## src/rtl/qav_pkg.sv

```systemverilog
// Shared types, constants and helper functions for the quaternion angular velocity block.
`default_nettype none

package qav_pkg;

	// Datapath widths
	localparam int DATA_W  = 32;
	localparam int NORM_W  = 65;
	localparam int WIDE_W  = 97;
	localparam int ACC_W   = 98;
	localparam int SACC_W  = 67;
	localparam int MAG_W   = 65;
	localparam int CNT_W   = 3;
	localparam int DIV_STEPS = 33;
	localparam int DIV_CNT_W = 6;

	// Status codes
	localparam logic [1:0] STATUS_OK        = 2'd0;
	localparam logic [1:0] STATUS_BAD_DT    = 2'd1;
	localparam logic [1:0] STATUS_ZERO_NORM = 2'd2;

	// Frame mode codes
	localparam logic [1:0] MODE_GLOBAL = 2'd0;
	localparam logic [1:0] MODE_BODY   = 2'd1;
	localparam logic [1:0] MODE_PASS   = 2'd2;

	// Register indexes (paddr[2])
	localparam logic REG_FRAME_MODE = 1'b0;
	localparam logic REG_TICKS      = 1'b1;

	localparam logic [DATA_W-1:0] TICKS_RESET = 32'd1000000;
	localparam logic [DATA_W-1:0] ONE_Q30     = 32'h4000_0000;
	localparam logic [NORM_W-1:0] ONE_Q60     = 65'h1_0000_0000_0000_000;

	typedef enum logic [2:0] {
		ST_IDLE,
		ST_NORM,
		ST_DEN,
		ST_PROD,
		ST_MAG,
		ST_NUM,
		ST_DIV,
		ST_DONE
	} state_t;

	// One product of the quaternion multiply: current index, previous index, negate
	typedef struct packed {
		logic [1:0] cur_idx;
		logic [1:0] prv_idx;
		logic       neg;
	} term_t;

	// Magnitude of a signed 32-bit value, exact for the most negative code
	function automatic logic [DATA_W-1:0] mag32(input logic [DATA_W-1:0] v);
		return v[DATA_W-1] ? (~v + 32'd1) : v;
	endfunction

	// Product terms of current*conj(prev) (global) or conj(prev)*current (body)
	function automatic term_t frame_term(input logic body, input logic [1:0] axis,
			input logic [1:0] idx);
		term_t t;
		case ({body, axis, idx})
			5'b0_00_00: t = '{2'd0, 2'd1, 1'b1};
			5'b0_00_01: t = '{2'd1, 2'd0, 1'b0};
			5'b0_00_10: t = '{2'd2, 2'd3, 1'b1};
			5'b0_00_11: t = '{2'd3, 2'd2, 1'b0};
			5'b0_01_00: t = '{2'd0, 2'd2, 1'b1};
			5'b0_01_01: t = '{2'd1, 2'd3, 1'b0};
			5'b0_01_10: t = '{2'd2, 2'd0, 1'b0};
			5'b0_01_11: t = '{2'd3, 2'd1, 1'b1};
			5'b0_10_00: t = '{2'd0, 2'd3, 1'b1};
			5'b0_10_01: t = '{2'd1, 2'd2, 1'b1};
			5'b0_10_10: t = '{2'd2, 2'd1, 1'b0};
			5'b0_10_11: t = '{2'd3, 2'd0, 1'b0};
			5'b1_00_00: t = '{2'd1, 2'd0, 1'b0};
			5'b1_00_01: t = '{2'd0, 2'd1, 1'b1};
			5'b1_00_10: t = '{2'd3, 2'd2, 1'b1};
			5'b1_00_11: t = '{2'd2, 2'd3, 1'b0};
			5'b1_01_00: t = '{2'd2, 2'd0, 1'b0};
			5'b1_01_01: t = '{2'd3, 2'd1, 1'b0};
			5'b1_01_10: t = '{2'd0, 2'd2, 1'b1};
			5'b1_01_11: t = '{2'd1, 2'd3, 1'b1};
			5'b1_10_00: t = '{2'd3, 2'd0, 1'b0};
			5'b1_10_01: t = '{2'd2, 2'd1, 1'b1};
			5'b1_10_10: t = '{2'd1, 2'd2, 1'b0};
			5'b1_10_11: t = '{2'd0, 2'd3, 1'b1};
			default:    t = '{2'd0, 2'd0, 1'b0};
		endcase
		return t;
	endfunction

endpackage

`default_nettype wire

```

## src/rtl/qav_div.sv

```systemverilog
// Restoring divider with round-half-up and saturation to a signed Q16.16 rate.
`default_nettype none

module qav_div (
	input  logic                        clk,
	input  logic                        arst_n,
	input  logic                        start,
	input  logic [qav_pkg::WIDE_W-1:0]  num,
	input  logic [qav_pkg::WIDE_W-1:0]  den,
	input  logic                        neg,
	output logic                        done,
	output logic [qav_pkg::DATA_W-1:0]  rate
);

	logic                          busy_q;
	logic                          done_q;
	logic [qav_pkg::DIV_CNT_W-1:0] cnt_q;
	logic [qav_pkg::WIDE_W-1:0]    rem_q;
	logic [qav_pkg::DIV_STEPS-1:0] low_q;
	logic [qav_pkg::DIV_STEPS-1:0] quo_q;
	logic                          sat_q;
	logic [qav_pkg::DATA_W-1:0]    rate_q;

	logic [qav_pkg::ACC_W-1:0]     rem_sh;
	logic [qav_pkg::ACC_W-1:0]     den_x;
	logic [qav_pkg::ACC_W-1:0]     diff;
	logic                          ge;
	logic                          fin;
	logic                          round_up;
	logic [qav_pkg::DIV_STEPS:0]   qr;
	logic                          big;
	logic [qav_pkg::DATA_W-1:0]    res;

	// One quotient bit per cycle
	always_comb begin
		den_x    = {1'b0, den};
		rem_sh   = {rem_q, low_q[qav_pkg::DIV_STEPS-1]};
		ge       = rem_sh >= den_x;
		diff     = rem_sh - den_x;
		fin      = busy_q && (cnt_q == '0);
		round_up = {rem_q, 1'b0} >= den_x;
		qr       = {1'b0, quo_q} + (qav_pkg::DIV_STEPS+1)'(round_up);
		big      = sat_q || (qr >= 34'h0_8000_0000);
		if (neg) begin
			res = big ? 32'h8000_0000 : (~qr[31:0] + 32'd1);
		end else begin
			res = big ? 32'h7FFF_FFFF : qr[31:0];
		end
	end

	// Sequence control
	always_ff @(posedge clk or negedge arst_n) begin
		if (!arst_n) begin
			busy_q <= 1'b0;
			done_q <= 1'b0;
			cnt_q  <= '0;
		end else begin
			done_q <= fin;
			if (start) begin
				busy_q <= 1'b1;
				cnt_q  <= qav_pkg::DIV_CNT_W'(qav_pkg::DIV_STEPS);
			end else if (fin) begin
				busy_q <= 1'b0;
			end else if (busy_q) begin
				cnt_q <= cnt_q - 1'b1;
			end
		end
	end

	// Remainder, quotient and result
	always_ff @(posedge clk) begin
		if (start) begin
			rem_q <= {16'b0, num[qav_pkg::WIDE_W-1:16]};
			sat_q <= {16'b0, num[qav_pkg::WIDE_W-1:16]} >= den;
			low_q <= {num[15:0], 17'b0};
			quo_q <= '0;
		end else if (busy_q && !fin) begin
			rem_q <= ge ? diff[qav_pkg::WIDE_W-1:0] : rem_sh[qav_pkg::WIDE_W-1:0];
			quo_q <= {quo_q[qav_pkg::DIV_STEPS-2:0], ge};
			low_q <= {low_q[qav_pkg::DIV_STEPS-2:0], 1'b0};
		end
		if (fin) begin
			rate_q <= res;
		end
	end

	assign done = done_q;
	assign rate = rate_q;

endmodule

`default_nettype wire

```

## config.mk

```make
export PLATFORM = sky130hd
export DESIGN_NAME = qav_div
export DESIGN_NICKNAME = d
export VERILOG_FILES = /design/src/rtl/qav_pkg.sv /design/src/rtl/qav_div.sv
export SDC_FILE = /design/constraint.sdc
export NUM_CORES = 1
export LEC_CHECK = 0
export ABC_AREA = 1
export BUFFER_PORTS_ARGS = -buffer_cell sky130_fd_sc_hd__buf_2
export CORE_ASPECT_RATIO = 1.1
export CORE_MARGIN = 8
export CORE_UTILIZATION = 42
export DETAILED_ROUTE_END_ITERATION = 6
export GPL_ROUTABILITY_DRIVEN = 0
export PLACE_DENSITY_LB_ADDON = 0.05
export SYNTH_ARGS = -nofsm -noshare
export SYNTH_HDL_FRONTEND = slang
export SYNTH_SLANG_ARGS = --single-unit
```

## constraint.sdc

```tcl
create_clock -name clk -period 5.15 [get_ports clk]
set_input_delay 0.2575 -clock clk [delete_from_list [all_inputs] [get_ports clk]]
set_output_delay 0.2575 -clock clk [all_outputs]
set_load 0.005 [all_outputs]
```

==> summary.txt <==
STA
  • F_max: 0.214 GHz
  • Final setup skew: 14.7 ps
  • Slew @ Worst Pin: 1110 ps
  • Final Cycle Share: 90.6%
  • Max_slew headroom: 25.8%
  • Final setup violation count: 0
  • Fin. max-slew vios: 0
  • Setup Total Neg Slack: 0 ps
  • Min Clock Period, post-route: 4660 ps
  • RSZ-0062 raised after global routing: false
  • Hold Fails Final Rpt: 0

Global route
  • Global-route wire length before repair: 124000 um
  • GRT Resource Usage Total: 26.3%
  • Top Usage Layer GRT: met2
  • Met1 Usage GRT: 32.6%
  • Met2 Use GR: 44.2%
  • Met3 Use GR: 4.62%
  • Grt ovf: 0
  • Pin count of the biggest net entering global routing: 77
  • Vias in the first global route: 23100
  • Initial antenna violation count: 1

Worst hold path
  • Min-delay src: num[1]
  • Hold Path Class: in -> reg
  • Worst Hold Depth: 3
  • Hold worst-path end: low_q[18]

Drt
  • Via count: 23300
  • Total Wirelength: 78800 um
  • Iter 0 DRT Violations: 1685
  • Drt via density: 4.96
  • Post-route ant nets: 0
  • Drt wl/cell: 16.8 um
  • First-pass iteration count of the detailed router: 6
  • DR DRC count: 0

Synthesis
  • Average cell area after synthesis: 5.80 um2
  • Cell accounting for the most synthesized area: nand2_1
  • Synth cell types: 44
  • Cells after Synth: 3790
  • Mapped cell area: 22000 um2
  • Synth Net Count: 4171
  • Synth warn: 0
  • Sequential element share of the synthesized area: 23.1%
  • Share of the synthesized area in the top cell type: 25.3%
  • Area contributors post-synth: nand2_1, edfxtp_1, inv_1
  • Flops & latches, synth: 187

Worst setup path
  • CP Data Arrival Time: 4930 ps
  • R2R depth: 24
  • Worst Setup Path Type: reg -> reg
  • CP Launch Type: flip-flop
  • Worst-path maximum fanout: 4
  • CP Capture Type: flip-flop
  • Worst reg-to-reg setup slack: 490 ps
  • Reg2reg start: rem_q[47]
  • R2r endpoint: rate[31]
  • Data required, critical path: 5410 ps

Power and ir drop
  • Pwr dens: 404 nW/um2
  • Pwr Total: 9910 uW
  • Worst vdd ir: 0.271 mV
  • Leakage: 0.0138 uW

Layout
  • Final core utilization: 47.2%
  • Layout cell share with drive strength beyond 1: 8.21%
  • Fill cells: 5862
  • Multi-input logic area: 13700 um2
  • Final nets: 4386
  • Commonest non-fill, non-tap cells in the layout: nand2_1, inv_1, nor2_1
  • FF/Latch Area: 5080 um2
  • Area grow syn2layout: 11.8%
  • Most common cell after layout, fill and taps aside: nand2_1

CTS
  • CTS Hold Bufs: 14
  • Total CTS buffers: 17
  • Clk pin slew, worst setup/hold paths: 90 ps
  • CTS-repair resized insts: 0
  • Sink Count: 187
  • Setup Fix Bufs, Post-CTS: 0
  • CTS Buffer Depth: 2
  • Root Buffer: clkbuf_16
  • H-tree depth: 4
  • TritonCTS clock tree: done
  • Worst skew pair latency: 500 ps

Run
  • Max-cap violations: 0

Die
  • Core box area: 52100 um2
  • Placement row count: 88
  • Die Ht: 256 um
  • Die X: 234 um
  • Initial Util: 42.2%
  • DIE AREA: 59900 um2
  • # IOs: 231

Run status
  • Outcome: complete, no violations

Placed design
  • IO buf count: 230
  • DP HPWL: 66600 um
## state kept, by name (all words and copies together) (netlist names)
name and flops:
rate 32, low_q 16, sat_q 1, cnt_q 6, busy_q 1, rem_q 97, done 1, quo_q 33
## power by group
part,switching (uW),internal (uW)
clock,714,675
sequential,194,2050
combinational,4180,2100
## through the flow
stage                     std cells  area, um2  setup WS, ps  hold slack [ps]
final                          4694      24600           486             43.5
after global routing           4694      24600          60.9             29.0
after CTS                      4693      24600           523             2.31
after detailed placement       4647      23800           500              111
after global placement         4647      23800           508              114
after floorplan                3790      22000           724            -38.1
## worst max path at each step
stage / from / endpoint / slack [ps] / depth (start not counted)
after floorplan: cnt_q[0] / low_q[17] / 720 / 10
after global routing: rem_q[27] / rate[31] / 60 / 26
after global placement: den[49] / rate[31] / 510 / 28
after detailed placement: den[49] / rate[31] / 500 / 26
final: rem_q[47] / rate[31] / 490 / 24
after CTS: rem_q[47] / rate[31] / 520 / 24
## cell type report
class	count	share of cell area, %
multi-input cells	2762	55.7
flip-flops and latches	187	20.7
inverters	777	11.9
repair buffers	260	5.86
well taps	675	3.44
clock buffers	19	1.84
clock inverters	13	0.581
diodes	1	0.0102
## synth_stat cells, drive strengths merged
cell type and number:
a211oi 1, inv 773, a31oi 1, nand3b 10
nor3 43, a21o 2, xor2 32, o22ai 32
or2 24, fa 1, clkinv 4, o21a 4
nor4 20, xnor2 62, dfxtp 49, o21ai 127
o21bai 5, a21boi 2, edfxtp 130, and2 4
a21oi 129, nand4 63, nand3 179, a31o 2
dfrtp 8, nor3b 5, or3 1, clkbuf 34
o31ai 1, o211ai 20, nand2 1480, ha 182
buf 30, nor2 330
## worst max-delay path: stages (launching register included)
cell and delay [ps]:
edfxtp_1 390, ha_1 370, nand2_1 120, nor2_1 410, inv_2 90, nor2_1 200, nand2_1 120, nor2_1 130
nand2_1 110, o21ai_0 240, ha_1 260, ha_1 200, nand3_1 160, inv_1 130, nand2_1 110, xor2_1 290
nand2_1 90, nor2_1 140, nand4_1 130, nor2_1 260, nand3_1 150, nand2_1 130, nand2_1 90, nor2_1 90
inv_1 40
## layer usage
metal / vias up / part of all wire (%) / wire, um
met1: 10300 / 44 / 34300
li1: 12200 / - / -
met4: 0 / 4.6 / 3600
met3: 150 / 5.6 / 4410
met5: - / 0 / 0
met2: 646 / 46 / 36500
## logic make-up (layout without fill, tap and decap cells)
kind of cell               Yosys count  in the layout  share of synthesized area (%)
and+or+nand+nor                   2159           2159                           39.9
AOI/OAI and AO/OA                  326            326                           8.04
buffers and inverters              841           1069                           14.7
DFF                                187            187                           23.1
other                                0              1                              0
adders and majority gates          183            183                           10.5
xor gates and xnor gates            94             94                           3.75
Note: power is estimated with default switching activity, not from simulation.
